File: config.mk
export PLATFORM = sky130hd
export DESIGN_NAME = single_float_adder_flat
export DESIGN_NICKNAME = d
export VERILOG_FILES = /design/src/rtl/sfa_pkg.sv /design/src/rtl/sfa_if.sv /design/src/rtl/sfa_align.sv /design/src/rtl/sfa_addsub.sv /design/src/rtl/sfa_norm.sv /design/src/rtl/single_float_adder.sv /design/src/flat_wrapper.sv
export SDC_FILE = /design/constraint.sdc
export NUM_CORES = 1
export LEC_CHECK = 0
export ABC_AREA = 1
export BUFFER_PORTS_ARGS = -buffer_cell sky130_fd_sc_hd__clkbuf_2
export CAP_MARGIN = 10
export CORE_AREA = 4 4 41 43
export CTS_CLUSTER_SIZE = 40
export DETAILED_ROUTE_END_ITERATION = 6
export DIE_AREA = 0 0 45 47
export GPL_TIMING_DRIVEN = 0
export PLACE_DENSITY = 0.3
export SLEW_MARGIN = 20
export SYNTH_ARGS = -nofsm -noshare
export SYNTH_HDL_FRONTEND = slang
export SYNTH_SLANG_ARGS = --single-unit
export TNS_END_PERCENT = 50
File: constraint.sdc
create_clock -name clk -period 1.4 [get_ports clk]
set_clock_uncertainty 0.2 [all_clocks]
set_input_delay 0.07 -clock clk [delete_from_list [all_inputs] [get_ports clk]]
set_output_delay 0.07 -clock clk [all_outputs]
set_load 0.03 [all_outputs]
File: src/rtl/sfa_pkg.sv
`timescale 1ns / 1ps
// ----------------------------------------------------------------------------
// sfa_pkg
// Shared types, constants and helpers for the single-precision adder.
// ----------------------------------------------------------------------------
package sfa_pkg;

  localparam int unsigned WordW = 32;
  localparam int unsigned ExpW  = 8;
  localparam int unsigned SigW  = 24;
  localparam int unsigned StatW = 2;
  localparam int unsigned DepthDefault = 4;

  localparam logic [WordW-1:0] ExpMask  = 32'h7F80_0000;
  localparam logic [WordW-1:0] SignMask = 32'h8000_0000;
  localparam logic [WordW-1:0] FracMask = 32'h007F_FFFF;

  typedef enum logic [StatW-1:0] {
    ST_OK        = 2'd0,
    ST_OVERFLOW  = 2'd1,
    ST_UNDERFLOW = 2'd2
  } status_t;

  // Stage 1 -> stage 2: operands ordered, small significand aligned.
  typedef struct packed {
    logic            bypass;
    logic [WordW-1:0] bypass_val;
    logic            sign;
    logic            sub;
    logic [ExpW-1:0] exp;
    logic [SigW-1:0] big_m;
    logic [SigW-1:0] small_m;
  } align_t;

  // Stage 2 -> stage 3: raw sum with leading-zero count.
  typedef struct packed {
    logic            bypass;
    logic [WordW-1:0] bypass_val;
    logic            sign;
    logic            zero;
    logic [ExpW:0]   exp;     // exponent after right renormalization
    logic [SigW-1:0] m;
    logic [4:0]      lz;
  } sum_t;

  typedef struct packed {
    logic [WordW-1:0] sum_bits;
    logic [StatW-1:0] status;
  } result_t;

  // Leading-zero count of a 24-bit value whose value is non-zero.
  function automatic logic [4:0] lzc24(input logic [SigW-1:0] v);
    logic [4:0] n;
    logic       found;
    n = 5'd0;
    found = 1'b0;
    for (int i = SigW - 1; i >= 0; i--) begin
      if (!found && v[i]) begin
        found = 1'b1;
        n = 5'(SigW - 1 - i);
      end
    end
    return n;
  endfunction

endpackage

File: src/rtl/sfa_if.sv
`timescale 1ns / 1ps
// ----------------------------------------------------------------------------
// sfa_if
// Valid/ready channel carrying one payload of type T.
// ----------------------------------------------------------------------------
interface sfa_if #(
  parameter type T = logic
) ();
  logic valid;
  logic ready;
  T     data;

  modport source (output valid, output data, input ready);
  modport sink   (input valid, input data, output ready);
endinterface

File: src/rtl/sfa_align.sv
`timescale 1ns / 1ps
// ----------------------------------------------------------------------------
// sfa_align
// Unpack, pick the larger operand and align the smaller significand.
// ----------------------------------------------------------------------------
module sfa_align (
  input  logic                      a_zero,
  input  logic [sfa_pkg::WordW-1:0] operand_a,
  input  logic [sfa_pkg::WordW-1:0] operand_b,
  output sfa_pkg::align_t           al
);
  import sfa_pkg::*;

  logic [ExpW-1:0] ea, eb, d;
  logic [SigW-1:0] ma, mb, sm;
  logic            a_big;

  always_comb begin
    ea = operand_a[30:23];
    eb = operand_b[30:23];
    ma = {1'b1, operand_a[22:0]};
    mb = {1'b1, operand_b[22:0]};
    a_big = (ea > eb) || (ea == eb && ma >= mb);
    d  = a_big ? ea - eb : eb - ea;
    sm = a_big ? mb : ma;
    al.bypass     = a_zero || (eb == '0);
    al.bypass_val = a_zero ? operand_b : operand_a;
    al.sign       = a_big ? operand_a[31] : operand_b[31];
    al.sub        = operand_a[31] ^ operand_b[31];
    al.exp        = a_big ? ea : eb;
    al.big_m      = a_big ? ma : mb;
    al.small_m    = (d >= ExpW'(25)) ? '0 : (sm >> d);
  end
endmodule

File: src/rtl/sfa_addsub.sv
`timescale 1ns / 1ps
// ----------------------------------------------------------------------------
// sfa_addsub
// Add or subtract aligned significands; count leading zeros.
// ----------------------------------------------------------------------------
module sfa_addsub (
  input  sfa_pkg::align_t al,
  output sfa_pkg::sum_t   sm
);
  import sfa_pkg::*;

  logic [SigW:0] raw;

  always_comb begin
    raw = al.sub ? {1'b0, al.big_m} - {1'b0, al.small_m}
                 : {1'b0, al.big_m} + {1'b0, al.small_m};
    sm.bypass     = al.bypass;
    sm.bypass_val = al.bypass_val;
    sm.sign       = al.sign;
    sm.zero       = (raw == '0);
    if (raw[SigW]) begin
      sm.m   = raw[SigW:1];
      sm.exp = {1'b0, al.exp} + 9'd1;
    end else begin
      sm.m   = raw[SigW-1:0];
      sm.exp = {1'b0, al.exp};
    end
    sm.lz = sm.zero ? 5'd0 : lzc24(sm.m);
  end
endmodule

File: src/rtl/sfa_norm.sv
`timescale 1ns / 1ps
// ----------------------------------------------------------------------------
// sfa_norm
// Left renormalize, range check and pack the result word.
// ----------------------------------------------------------------------------
module sfa_norm (
  input  sfa_pkg::sum_t    sm,
  output sfa_pkg::result_t res
);
  import sfa_pkg::*;

  logic [SigW-1:0] m;
  logic signed [ExpW+1:0] e;

  always_comb begin
    m = sm.m << sm.lz;
    e = $signed({1'b0, sm.exp}) - $signed({5'd0, sm.lz});
    if (sm.bypass) begin
      res.sum_bits = sm.bypass_val;
      res.status   = ST_OK;
    end else if (sm.zero) begin
      res.sum_bits = '0;
      res.status   = ST_OK;
    end else if (e >= 10'sd255) begin
      res.sum_bits = {sm.sign, 31'h7F80_0000};
      res.status   = ST_OVERFLOW;
    end else if (e <= 10'sd0) begin
      res.sum_bits = {sm.sign, 31'd0};
      res.status   = ST_UNDERFLOW;
    end else begin
      res.sum_bits = {sm.sign, e[ExpW-1:0], m[22:0]};
      res.status   = ST_OK;
    end
  end
endmodule

File: src/rtl/single_float_adder.sv
`timescale 1ns / 1ps
// ----------------------------------------------------------------------------
// single_float_adder
// Truncating IEEE single-precision adder, pipelined.
// ----------------------------------------------------------------------------
// Accepts one operand pair per cycle while the output is not stalled and
// offers each sum on the output from the last register stage. The four
// register stages are: input capture, alignment (ordering and barrel shift),
// add/subtract with leading-zero count, and renormalize/pack. Throughput is
// one item per clock when the output is not stalled. The pipeline is a chain
// of valid bits, each stage with its own advance: when the last stage holds a
// result that is not taken, it and the occupied stages directly behind it
// hold, and stages behind an empty stage still advance (bubbles collapse).
// Operands with a zero exponent field pass the other operand through; the
// result is never rounded. status: 0 ok, 1 overflow, 2 underflow.
// ----------------------------------------------------------------------------
module single_float_adder (
  input logic clk,
  input logic rst,
  sfa_if.sink   in_ch,
  sfa_if.source out_ch
);
  import sfa_pkg::*;

  typedef struct packed {
    logic [WordW-1:0] a;
    logic [WordW-1:0] b;
  } opnd_t;

  opnd_t   s0;
  align_t  s1, al_next;
  sum_t    s2, sm_next;
  result_t s3, res_next;
  logic    v0, v1, v2, v3;
  logic    en0, en1, en2, en3;

  // Each stage advances when the next one is free or moving.
  assign en3 = !v3 || out_ch.ready;
  assign en2 = !v2 || en3;
  assign en1 = !v1 || en2;
  assign en0 = !v0 || en1;
  assign in_ch.ready = en0;

  sfa_align u_align (
    .a_zero   (s0.a[30:23] == '0),
    .operand_a(s0.a),
    .operand_b(s0.b),
    .al       (al_next)
  );
  sfa_addsub u_addsub (.al(s1), .sm(sm_next));
  sfa_norm   u_norm   (.sm(s2), .res(res_next));

  always_ff @(posedge clk) begin
    if (rst) begin
      v0 <= 1'b0;
      v1 <= 1'b0;
      v2 <= 1'b0;
      v3 <= 1'b0;
    end else begin
      if (en0) v0 <= in_ch.valid;
      if (en1) v1 <= v0;
      if (en2) v2 <= v1;
      if (en3) v3 <= v2;
    end
  end

  // Payload: capture on advance, no reset needed.
  always_ff @(posedge clk) begin
    if (en0) s0 <= in_ch.data;
    if (en1) s1 <= al_next;
    if (en2) s2 <= sm_next;
    if (en3) s3 <= res_next;
  end

  assign out_ch.valid = v3;
  assign out_ch.data  = s3;
endmodule

File: src/flat_wrapper.sv
// flat-port wrapper written by rule: the top's interface ports become plain ports
module single_float_adder_flat import sfa_pkg::*;
  (clk, rst, in_ch_valid, in_ch_data, in_ch_ready, out_ch_valid, out_ch_data, out_ch_ready);
  sfa_if in_ch_i ();
  sfa_if out_ch_i ();
  input logic clk;
  input logic rst;
  input wire logic [$bits(in_ch_i.valid)-1:0] in_ch_valid;
  input wire logic [$bits(in_ch_i.data)-1:0] in_ch_data;
  output wire logic [$bits(in_ch_i.ready)-1:0] in_ch_ready;
  output wire logic [$bits(out_ch_i.valid)-1:0] out_ch_valid;
  output wire logic [$bits(out_ch_i.data)-1:0] out_ch_data;
  input wire logic [$bits(out_ch_i.ready)-1:0] out_ch_ready;
  assign in_ch_i.valid = in_ch_valid;
  assign in_ch_i.data = in_ch_data;
  assign in_ch_ready = in_ch_i.ready;
  assign out_ch_valid = out_ch_i.valid;
  assign out_ch_data = out_ch_i.data;
  assign out_ch_i.ready = out_ch_ready;
  single_float_adder u_core (.clk(clk), .rst(rst), .in_ch(in_ch_i), .out_ch(out_ch_i));
endmodule
# After elaboration in Yosys (flattened, before gate mapping)
# Index checks and enable logic that the tools add are counted.
# op_classes
order_cmp	0
n_div	0
mul	0
bitwise_logic	0
n_addsub	0
shifts	0
n_eq_ne	0
mux	0
n_reduce_logical	8
# ops
op	n
$logic_not A1 Y1	4
$logic_or A1 B1 Y1	4
# totals
mem_bits_rw	0
elab_cells	12
mem_bits_ro	0
mem_count	0
reg_bits	4
latchBits	0

# Longest topological paths before layout
# Gate-level depths: netlist (run 1).
# logic_depth
ltp_word	5
ltp_mapped	4

# Hierarchy
# A second synthesis (run 1) with hierarchy kept.
# unflattened
cells_unflattened	2157
area_unflattened_um2	14828.0
# modules_own_cells
mod	instances	area_each_um2	cells_per_inst
single_float_adder	1	5139.9	186
sfa_align	1	4071.4	837
sfa_addsub	1	3648.5	711
sfa_norm	1	1968.1	423

# Worst setup path before layout (run 1)
# No wires, ideal clock.
# synth_timing
path_kind	register to register
from	reg u_core.v3, in the netlist u_core.out_ch.valid
to	reg u_core.v0
arrival_ns	1.140
setup_slack_ns	-0.007
setup_time_ns	0.067
stages_incl_launch_ff	5
path_cell_list	dfxtp_1 inv_1 nor2_2 nand4_2 a21oi_2
# synth_between
elab_chain_cells	5
# synth_rtl
element	line_no	text
start, declared	single_float_adder.sv:34	logic v0, v1, v2, v3;
start signal, assigned	single_float_adder.sv:63	if (en3) v3 <= v2;
$logic_not A1 Y1	single_float_adder.sv:38	assign en3 = !v3 || out_ch.ready;
$logic_or A1 B1 Y1	single_float_adder.sv:38	
$logic_or A1 B1 Y1	single_float_adder.sv:39	assign en2 = !v2 || en3;
$logic_or A1 B1 Y1	single_float_adder.sv:40	assign en1 = !v1 || en2;
$logic_or A1 B1 Y1	single_float_adder.sv:41	assign en0 = !v0 || en1;
net in_ch_ready	flat_wrapper.sv:10	output wire logic [$bits(in_ch_i.ready)-1:0] in_ch_ready;
end signal, assigned	single_float_adder.sv:60	if (en0) v0 <= in_ch.valid;
end, declared	single_float_adder.sv:34	
# The timed path passes the listed nets, and every way through them passes these cells.
# A chain may end at the register's enable or synchronous reset.

# Final worst setup path (run 1)
# layout_timing
from	reg u_core.v3, in the netlist u_core.out_ch.valid
to	out in_ch_ready
# layout_between
elab_chain_cells	5
# layout_rtl
element	line_no
$logic_not A1 Y1	single_float_adder.sv:38
$logic_or A1 B1 Y1	single_float_adder.sv:38
$logic_or A1 B1 Y1	single_float_adder.sv:39
$logic_or A1 B1 Y1	single_float_adder.sv:40
$logic_or A1 B1 Y1	single_float_adder.sv:41
end, declared	flat_wrapper.sv:10
# No other way between the ends.

==> results.sh, run 1 <==
export IMPL_postCtsHoldBufs=2
export IMPL_post_synth_and_or_nand_nor_area_fraction_pct=21.9
export IMPL_vias=146
export IMPL_ctsRootBufferMaster="sky130_fd_sc_hd__clkbuf_4"
export IMPL_rows=13
export IMPL_final_period_utilization_pct=93.5
export IMPL_finalWorstPathRequiredPeriod_ns=1.31
export IMPL_postSynth_topFlopCell="sky130_fd_sc_hd__dfxtp_1"
export IMPL_met1Wirelength_um=128
export IMPL_num_nets_final=36
export IMPL_grt_pass1_wl_um=531
export IMPL_share_seq_of_total_power_pct=43.4
export IMPL_dr_wl_met3_um=34
export IMPL_floorplan_initialDensity_pct=12.3
export IMPL_antenna_found_initial=0
export IMPL_slew_violations=0
export IMPL_synth_top_cells_by_count="sky130_fd_sc_hd__dfxtp_1, sky130_fd_sc_hd__inv_1, sky130_fd_sc_hd__a21oi_1, sky130_fd_sc_hd__nor2_1"
export IMPL_worstPathMaxFanout=4
export IMPL_grt_max_degree=5
export IMPL_post_route_cells_drive_above_1_share_pct=41.4
export IMPL_internal_power_w=0.000226
export IMPL_syn_num_nets=24
export IMPL_wl_met2_um=134
export IMPL_adder_and_majority_gate_portion_of_the_synthesized_area_pct=0
export IMPL_hp_class="primary input to flop"
export IMPL_max_clock_path_buffers=2
export IMPL_top_layer="met3"
export IMPL_p_sw_share_pct=20.4
export IMPL_gpl_congestion=0.612
export IMPL_yosys_area_share_xor_xnor_pct=0
export IMPL_synthesis_area_um2=160
export IMPL_hold_path_cell_count=4
export IMPL_number_of_global_route_vias_before_repair=140
export IMPL_muxShareOfSynthArea_pct=0
export IMPL_fin_setup_tns_ns=0
export IMPL_synth_cell_types=11
export IMPL_maxClockFrequency_mhz=764
export IMPL_max_cap_violations=0
export IMPL_finalSetupViolations=0
export IMPL_failed_checks="negative hold slack"
export IMPL_tritoncts_num_buffers=3
export IMPL_hold_violations=4
export IMPL_tritoncts_num_sinks=4
export IMPL_postSynthCellCount=19
export IMPL_syn_warnings=0
export IMPL_netlist_area_leader_share_pct=50.0
export IMPL_largest_family_of_logic_cells_by_synthesized_area="simple AND/OR/NAND/NOR gates"
export IMPL_clock_edge_transition_at_the_registers_on_the_reported_setup_and_hold_paths_ns=0.04
export IMPL_post_synthesis_mean_instance_area_um2=8.43
export IMPL_die_area_um2=2120
export IMPL_fillerInstances=152
export IMPL_port_buffers=5
export IMPL_depth_of_the_cts_h_tree=1
export IMPL_timing_worst_setup_path_type="flop to output pin"
export IMPL_sequential_to_total_area_share_from_yosys_stat_pct=50.0
export IMPL_run_status="finished, violations left"
export IMPL_diodes=0
export IMPL_postRouteWirelength_um=297
export IMPL_ant_nets=0
export IMPL_grt_overflow=0
export IMPL_crit_arrival_ns=1.04
export IMPL_synthToLayoutAreaGrowth_pct=62.5
export IMPL_drt_iter0_markers=2
export IMPL_clk_latency_ns=0.23
export IMPL_p_clk_share_pct=47.9
export IMPL_i_o_pins=8
export IMPL_timing_critical_path_required_ns=1.13
export IMPL_route_detailed_wl_per_inst_um=6.75
export IMPL_vdd_ir_drop_worst_v=0.000336
export IMPL_power_per_cell_area_nw_per_um2=1090
export IMPL_detailedRoute_firstPassIterationCount=2
export IMPL_worst_hold_slack_ns=-0.0488
export IMPL_overall_die_height_um=47
export IMPL_synth_compound_area_share_pct=11.7
export IMPL_asyncSetResetFlopFracSynth_pct=0
export IMPL_reported_net_switching_power_w=0.0000580
export IMPL_p_leak_nw=0.115
export IMPL_rsz_0062_raised_after_global_routing="false"
export IMPL_yosys_register_bits=4
export IMPL_timing_critical_path_to_type="output pin"
export IMPL_route_detailed_drc=0
export IMPL_p_comb_share_pct=8.7
export IMPL_ff2ff_path_depth=4
export IMPL_design_core_area_um2=1300
export IMPL_number_of_enable_type_register_cells_in_the_synthesized_netlist=0
export IMPL_yosys_area_top_type="sky130_fd_sc_hd__dfxtp_1"
export IMPL_cts_tree="yes"
export IMPL_drt_vias_per_instance=3.32
export IMPL_post_cts_buffers=0
export IMPL_place_detailed_hpwl_um=259
export IMPL_crit_path_start_kind="flop"
export IMPL_die_w_um=45
export IMPL_ys_top_cells_by_area="sky130_fd_sc_hd__dfxtp_1, sky130_fd_sc_hd__inv_1, sky130_fd_sc_hd__nand4_2"
export IMPL_grtUsageTotal_pct=4.03
## metal layers
layer	vias to the layer above	GRT usage, %
met3	0	2.30
met1	61	4.31
met2	6	3.95
met5	-	0
met4	0	7.02
li1	79	-
## state kept, by name, summed over array words and instances, names as in the netlist
register             flops
u_core.out_ch.valid      1
u_core.v0                1
u_core.v2                1
u_core.v1                1
## cell families after synthesis
group / count (synthesis)
AOI/OAI and AO/OA: 3
other: 1
and+or+nand+nor: 6
buffers and inverters: 5
DFF: 4
## through the flow
stage               instances  setup slack (ns)  cell area, µm²  power, W  utilization (%)
finish                     44            0.0916             260  0.000284             20.0
global route               44          0.000785             260  0.000306             20.0
CTS                        44            0.0488             260  0.000294             20.0
detailed placement         39             0.242             213  0.000145             16.3
global placement           39             0.273             213  0.000145             16.3
floorplan                  19            0.0570             169  0.000137                -
## path summary, 6_finish.rpt
check                           slack (ns)                      to                        startpoint
worst max-delay path                  0.09             in_ch_ready  u_core.out_ch.valid$_SDFFE_PP0P_
worst min-delay path                 -0.05  u_core.v0$_SDFFE_PP0P_                      out_ch_ready
worst max register to register        0.40  u_core.v1$_SDFFE_PP0P_  u_core.out_ch.valid$_SDFFE_PP0P_
worst min register to register        0.28  u_core.v1$_SDFFE_PP0P_            u_core.v0$_SDFFE_PP0P_
## cell usage in the layout, fill, tap and decap left out
cell,netlist,routed
sky130_fd_sc_hd__a21oi_1,2,2
sky130_fd_sc_hd__nand4_4,0,1
sky130_fd_sc_hd__a21oi_2,1,1
sky130_fd_sc_hd__conb_1,1,1
sky130_fd_sc_hd__buf_2,0,1
sky130_fd_sc_hd__dlygate4sd3_1,0,2
sky130_fd_sc_hd__dfxtp_1,4,4
sky130_fd_sc_hd__buf_4,1,1
sky130_fd_sc_hd__nor2_4,0,1
sky130_fd_sc_hd__inv_1,4,4
sky130_fd_sc_hd__nand3_1,1,1
sky130_fd_sc_hd__nand2_1,1,1
sky130_fd_sc_hd__nor2_1,2,2
sky130_fd_sc_hd__clkbuf_2,0,4
sky130_fd_sc_hd__clkbuf_4,0,3
## worst max-delay path, cell delays in order (launching register included)
cell                      delay (ns)
sky130_fd_sc_hd__dfxtp_1        0.32
sky130_fd_sc_hd__inv_1          0.07
sky130_fd_sc_hd__nor2_4         0.13
sky130_fd_sc_hd__nand4_4        0.10
sky130_fd_sc_hd__buf_2          0.19
## timing repair
item,in CTS,in global routing
endpoints found under the hold margin,4,4
setup endpoints to repair,1,1
gates resized for setup,1,1
## power by group through the flow
| stage | Combinational, W | Sequential [W] | Clock, W |
|---|---|---|---|
| final | 0.0000248 | 0.000123 | 0.000136 |
| after global routing | 0.0000276 | 0.000124 | 0.000155 |
| after CTS | 0.0000251 | 0.000123 | 0.000145 |
| after detailed placement | 0.0000198 | 0.000125 | 0 |
| after global placement | 0.0000195 | 0.000125 | 0 |
| after floorplan | 0.0000111 | 0.000126 | 0 |
## final cells by class
type                            instances  area (µm²)  area share, %
Buffer                                  1        7.51           2.88
Clock buffer                            3        22.5           8.65
Inverter                                4        15.0           5.77
Multi-Input combinational cell         10        71.3           27.4
Sequential cell                         4        80.1           30.8
Tap cell                               15        18.8           7.21
Timing Repair Buffer                    7        45.0           17.3
No activity file was read; power rests on OpenSTA's default activity.
==> run 2, diff against run 1 <==
Settings changed: BUFFER_PORTS_ARGS -buffer_cell sky130_fd_sc_hd__clkbuf_2 to -buffer_cell sky130_fd_sc_hd__buf_4.
==> run 2 against run 1 <==
  * The run still ends with negative hold slack left
  * Global-route usage up 0.23 points
  * Maximum frequency up 1.3%
  * Worst hold slack worse by 0.026 ns
  * Clock power about the same
  * Clock-buffer cell count unchanged
  * Combinational power up 13%
  * Sequential cell count unchanged
  * Sequential share of layout area down 1.4 points
  * Critical path depth unchanged
  * Final cell count unchanged
==> results.sh, run 2 (synthesis gave the netlist of run 1 again) <==
export IMPL_run_status="finished, violations left"
export IMPL_failed_checks="negative hold slack"
export IMPL_global_route_usage_met2_pct=5.65
export IMPL_timing_critical_path_required_ns=1.13
export IMPL_die_area_um2=2120
export IMPL_finalSetupViolations=0
export IMPL_diodes=0
export IMPL_grt_max_degree=5
export IMPL_p_sw_share_pct=21.0
export IMPL_internal_power_w=0.000229
export IMPL_grtUsageTotal_pct=4.26
export IMPL_share_seq_of_total_power_pct=42.5
export IMPL_post_cts_buffers=0
export IMPL_p_comb_share_pct=9.6
export IMPL_crit_path_start_kind="flop"
export IMPL_power_w=0.000290
export IMPL_rows=13
export IMPL_grt_overflow=0
export IMPL_crit_arrival_ns=1.02
export IMPL_floorplan_initialDensity_pct=12.3
export IMPL_p_leak_nw=0.120
export IMPL_fin_setup_tns_ns=0
export IMPL_clk_latency_ns=0.23
export IMPL_hold_violations=4
export IMPL_tritoncts_num_sinks=4
export IMPL_route_detailed_drc=0
export IMPL_post_layout_nonfiller_instances=44
export IMPL_post_route_cells_drive_above_1_share_pct=41.4
export IMPL_finalWorstPathRequiredPeriod_ns=1.29
export IMPL_timing_critical_path_to_type="output pin"
export IMPL_i_o_pins=8
export IMPL_ctsRootBufferMaster="sky130_fd_sc_hd__clkbuf_4"
export IMPL_power_per_cell_area_nw_per_um2=1060
export IMPL_clock_edge_transition_at_the_registers_on_the_reported_setup_and_hold_paths_ns=0.04
export IMPL_p_clk_share_pct=47.9
export IMPL_r2r_setup_slack_ns=0.41
export IMPL_worstPathMaxFanout=4
export IMPL_postRouteWirelength_um=329
export IMPL_overall_die_height_um=47
export IMPL_depth_of_the_cts_h_tree=1
export IMPL_gpl_congestion=0.649
export IMPL_reported_net_switching_power_w=0.0000610
export IMPL_grt_pass1_wl_um=510
export IMPL_synthToLayoutAreaGrowth_pct=70.3
export IMPL_place_inst=39
export IMPL_final_period_utilization_pct=92.3
export IMPL_postCtsHoldBufs=2
export IMPL_die_w_um=45
export IMPL_vdd_ir_drop_worst_v=0.000291
export IMPL_ant_nets=0
export IMPL_slew_violations=0
export IMPL_detailedRoute_firstPassIterationCount=1
export IMPL_placed_area_um2=225
export IMPL_worst_hold_slack_ns=-0.0752
export IMPL_vias=145
export IMPL_grt_util_met1_pct=2.71
export IMPL_tritoncts_num_buffers=3
export IMPL_drt_vias_per_instance=3.30
export IMPL_grtUsageMet3_pct=3.83
export IMPL_num_nets_final=36
export IMPL_max_cap_violations=0
export IMPL_design_core_area_um2=1300
export IMPL_postLayoutCellArea_um2=273
export IMPL_antenna_found_initial=0
export IMPL_final_util_pct=21.0
export IMPL_drt_iter0_markers=0
export IMPL_max_clock_path_buffers=2
export IMPL_port_buffers=5
export IMPL_route_detailed_wl_per_inst_um=7.48
export IMPL_grt_busiest_layer="met4"
export IMPL_cts_tree="yes"
export IMPL_number_of_global_route_vias_before_repair=148
export IMPL_most_common_layout_cells="sky130_fd_sc_hd__buf_4, sky130_fd_sc_hd__inv_1, sky130_fd_sc_hd__dfxtp_1"
export IMPL_mostFrequentLayoutCell="sky130_fd_sc_hd__buf_4"
export IMPL_maxClockFrequency_mhz=774
export IMPL_rsz_0062_raised_after_global_routing="false"
export IMPL_timing_worst_setup_path_type="flop to output pin"
export IMPL_hp_class="primary input to flop"
==> run 2: timing repair <==
action | in CTS | in global routing
resized for setup | 0 | 1
endpoints found under the hold margin | 4 | 4
endpoints found under the setup margin | 0 | 1
==> run 2: area by class of cell <==
type	instances	area, µm²
Fill cell	153	1030
Sequential cell	4	80.1
Multi-Input combinational cell	10	71.3
Timing Repair Buffer	7	57.6
Clock buffer	3	22.5
Tap cell	15	18.8
Inverter	4	15.0
Buffer	1	7.51
==> run 2: final timing paths <==
path                                                       start                      to  cells after the start
worst max register to register  u_core.out_ch.valid$_SDFFE_PP0P_  u_core.v1$_SDFFE_PP0P_                      4
worst max-delay path            u_core.out_ch.valid$_SDFFE_PP0P_             in_ch_ready                      4
worst min-delay path                                out_ch_ready  u_core.v0$_SDFFE_PP0P_                      4
worst min register to register            u_core.v1$_SDFFE_PP0P_  u_core.v2$_SDFFE_PP0P_                      2
==> run 2: worst max-delay path, stage by stage, from the launching register on <==
cell	delay, ns
sky130_fd_sc_hd__dfxtp_1	0.31
sky130_fd_sc_hd__inv_1	0.06
sky130_fd_sc_hd__nor2_4	0.13
sky130_fd_sc_hd__nand4_4	0.10
sky130_fd_sc_hd__buf_4	0.18
==> run 2: routing by layer <==
layer | vias to the layer above | part of all wire [%]
li1 | 77 | -
met1 | 62 | 40
met2 | 6 | 47
met3 | 0 | 12
met4 | 0 | 0
met5 | - | 0
==> run 2: metrics by stage <==
stage,hold WS (ns),setup WS [ns]
after floorplan,-0.0676,0.0570
after global placement,0.0594,0.281
after detailed placement,0.0635,0.286
after CTS,-0.0793,0.0210
after global routing,-0.0702,0.0277
final,-0.0752,0.108
==> run 2: power groups by stage <==
stage / clock, W / sequential (W) / combinational, W
detailed placement: 0 / 0.000125 / 0.0000228
global placement: 0 / 0.000125 / 0.0000223
finish: 0.000139 / 0.000123 / 0.0000279
global route: 0.000158 / 0.000123 / 0.0000310
CTS: 0.000153 / 0.000123 / 0.0000271
floorplan: 0 / 0.000126 / 0.0000111
==> run 3, diff against run 2 <==
Clock period 1.4 ns to 1.6 ns, I/O delays scaled along.
==> run 3 against run 2 <==
  * The run now ends clean
  * Worst setup slack worse by 0.032 ns
  * Via count up 5.5%
  * Core utilization down 0.29 points
  * Final area down 1.4%
  * Register-to-register slack better by 0.14 ns
  * Wire length down 11%
  * First-iteration DRC count unchanged
  * Critical path type is now primary input to output pin
==> results.sh, run 3 (synthesis gave the netlist of run 1 again) <==
export IMPL_depth_of_the_cts_h_tree=1
export IMPL_final_util_pct=20.7
export IMPL_vdd_ir_drop_worst_v=0.000270
export IMPL_cts_tree="yes"
export IMPL_rows=13
export IMPL_vias=153
export IMPL_rsz_0062_raised_after_global_routing="false"
export IMPL_number_of_global_route_vias_before_repair=147
export IMPL_startpoint="out_ch_ready"
export IMPL_critical_path_max_stage_delay_ns=0.54
export IMPL_slew_violations=0
export IMPL_placed_area_um2=216
export IMPL_place_detailed_hpwl_um=255
export IMPL_tritoncts_num_buffers=3
export IMPL_power_per_cell_area_nw_per_um2=932
export IMPL_timing_worst_setup_path_type="primary input to output pin"
export IMPL_cp_endpoint="in_ch_ready"
export IMPL_ff2ff_path_depth=4
export IMPL_diodes=0
export IMPL_grt_pass1_wl_um=496
export IMPL_antenna_found_initial=0
export IMPL_max_clock_path_buffers=2
export IMPL_num_nets_final=37
export IMPL_clk_latency_ns=0.23
export IMPL_crit_cells=5
export IMPL_fin_setup_tns_ns=0
export IMPL_critical_path_top_delay_family="buffers and inverters"
export IMPL_timing_critical_path_required_ns=1.32
export IMPL_cts_resized_gates=0
export IMPL_tritoncts_num_sinks=4
export IMPL_final_period_utilization_pct=95.2
export IMPL_crit_path_start_kind="primary input"
export IMPL_mostFrequentLayoutCell="sky130_fd_sc_hd__buf_4"
export IMPL_postLayoutCellArea_um2=269
export IMPL_most_common_layout_cells="sky130_fd_sc_hd__buf_4, sky130_fd_sc_hd__inv_1, sky130_fd_sc_hd__dfxtp_1"
export IMPL_worstPathMaxFanout=4
export IMPL_overall_die_height_um=47
export IMPL_clock_edge_transition_at_the_registers_on_the_reported_setup_and_hold_paths_ns=0.03
export IMPL_crit_chain="dlygate4sd3_1 > buf_4 > nor2_2 > nand4_2 > buf_4"
export IMPL_source_of_the_worst_register_to_register_timing_path="u_core.out_ch.valid$_SDFFE_PP0P_"
export IMPL_floorplan_initialDensity_pct=12.3
export IMPL_r2r_setup_slack_ns=0.55
export IMPL_die_area_um2=2120
export IMPL_ctsRootBufferMaster="sky130_fd_sc_hd__clkbuf_4"
export IMPL_postRouteWirelength_um=294
export IMPL_finalWorstPathRequiredPeriod_ns=1.52
export IMPL_route_detailed_wl_per_inst_um=6.53
export IMPL_drt_vias_per_instance=3.40
export IMPL_route_detailed_drc=0
export IMPL_post_route_cells_drive_above_1_share_pct=40.0
export IMPL_grt_overflow=0
export IMPL_detailedRoute_firstPassIterationCount=1
export IMPL_i_o_pins=8
export IMPL_hold_violations=0
export IMPL_maxClockFrequency_mhz=656
export IMPL_post_cts_buffers=0
export IMPL_max_cap_violations=0
export IMPL_port_buffers=5
export IMPL_ant_nets=0
export IMPL_critPathSlowestCell="sky130_fd_sc_hd__dlygate4sd3_1"
export IMPL_grt_max_degree=5
export IMPL_worst_path_most_repeated_cell="sky130_fd_sc_hd__buf_4"
export IMPL_crit_arrival_ns=1.24
export IMPL_drt_iter0_markers=0
export IMPL_timing_critical_path_to_type="output pin"
export IMPL_hp_class="flop to flop"
export IMPL_critical_path_n_buffers_inverters=3
export IMPL_design_core_area_um2=1300
export IMPL_gpl_congestion=0.622
export IMPL_r2r_end="u_core.v0$_SDFFE_PP0P_"
export IMPL_p_leak_nw=0.119
export IMPL_preCtsSetupSlack_ns=0.472
export IMPL_synthToLayoutAreaGrowth_pct=68.0
export IMPL_grtUsageTotal_pct=3.71
export IMPL_die_w_um=45
export IMPL_run_status="finished, final reports clean"
export IMPL_power_w=0.000251
export IMPL_finalSetupViolations=0
export IMPL_worst_slack_ns=0.0764
-- run 3: how the worst min path moves through the flow --
| stage | start | endpoint | slack, ns | cells after the start |
|---|---|---|---|---|
| after floorplan | rst | u_core.v0$_SDFFE_PP0P_ | -0.06 | 1 |
| after global routing | u_core.v0$_SDFFE_PP0P_ | u_core.v1$_SDFFE_PP0P_ | 0.29 | 2 |
| after detailed placement | rst | u_core.v0$_SDFFE_PP0P_ | 0.07 | 2 |
| after CTS | u_core.v0$_SDFFE_PP0P_ | u_core.v1$_SDFFE_PP0P_ | 0.26 | 2 |
| final | u_core.v0$_SDFFE_PP0P_ | u_core.v1$_SDFFE_PP0P_ | 0.26 | 2 |
| after global placement | rst | u_core.v0$_SDFFE_PP0P_ | 0.07 | 2 |
-- run 3: cell type report --
class                   instances  area, µm²
fillers                       151       1030
plain buffers                   1       7.51
inverters                       4       15.0
repair buffers                  8       67.6
clock buffers                   3       22.5
well taps                      15       18.8
flip-flops and latches          4       80.1
multi-input cells              10       57.6
-- run 3: where the power goes --
part	internal, W	switching [W]	total (W)
clock network	0.0000834	0.0000351	0.000119
logic	0.0000142	0.0000110	0.0000252
registers	0.000104	0.00000286	0.000107
total	0.000202	0.0000490	0.000251
-- run 3: metrics by stage --
step / hold slack [ns] / cells
after CTS: 0.264 / 45
after global placement: 0.0702 / 39
after global routing: 0.286 / 45
after floorplan: -0.0576 / 19
after detailed placement: 0.0745 / 39
final: 0.259 / 45
-- run 3: layer usage --
| metal | part of all wire, % | global-route usage, % | up-vias |
|---|---|---|---|
| li1 | - | - | 78 |
| met1 | 38 | 2.49 | 69 |
| met2 | 47 | 5.65 | 6 |
| met3 | 15 | 3.83 | 0 |
| met4 | 0 | 3.51 | 0 |
| met5 | 0 | 0 | - |
-- run 3: what timing repair did --
action,4_1_cts,5_1_grt
endpoints found under the hold margin,4,0
setup endpoints to repair,0,0
hold buffers,3,0
-- run 3: tightest hold or removal path: stages (launching register included) --
cell,delay (ns)
sky130_fd_sc_hd__dfxtp_1,0.31
sky130_fd_sc_hd__inv_1,0.05
sky130_fd_sc_hd__a21oi_1,0.05
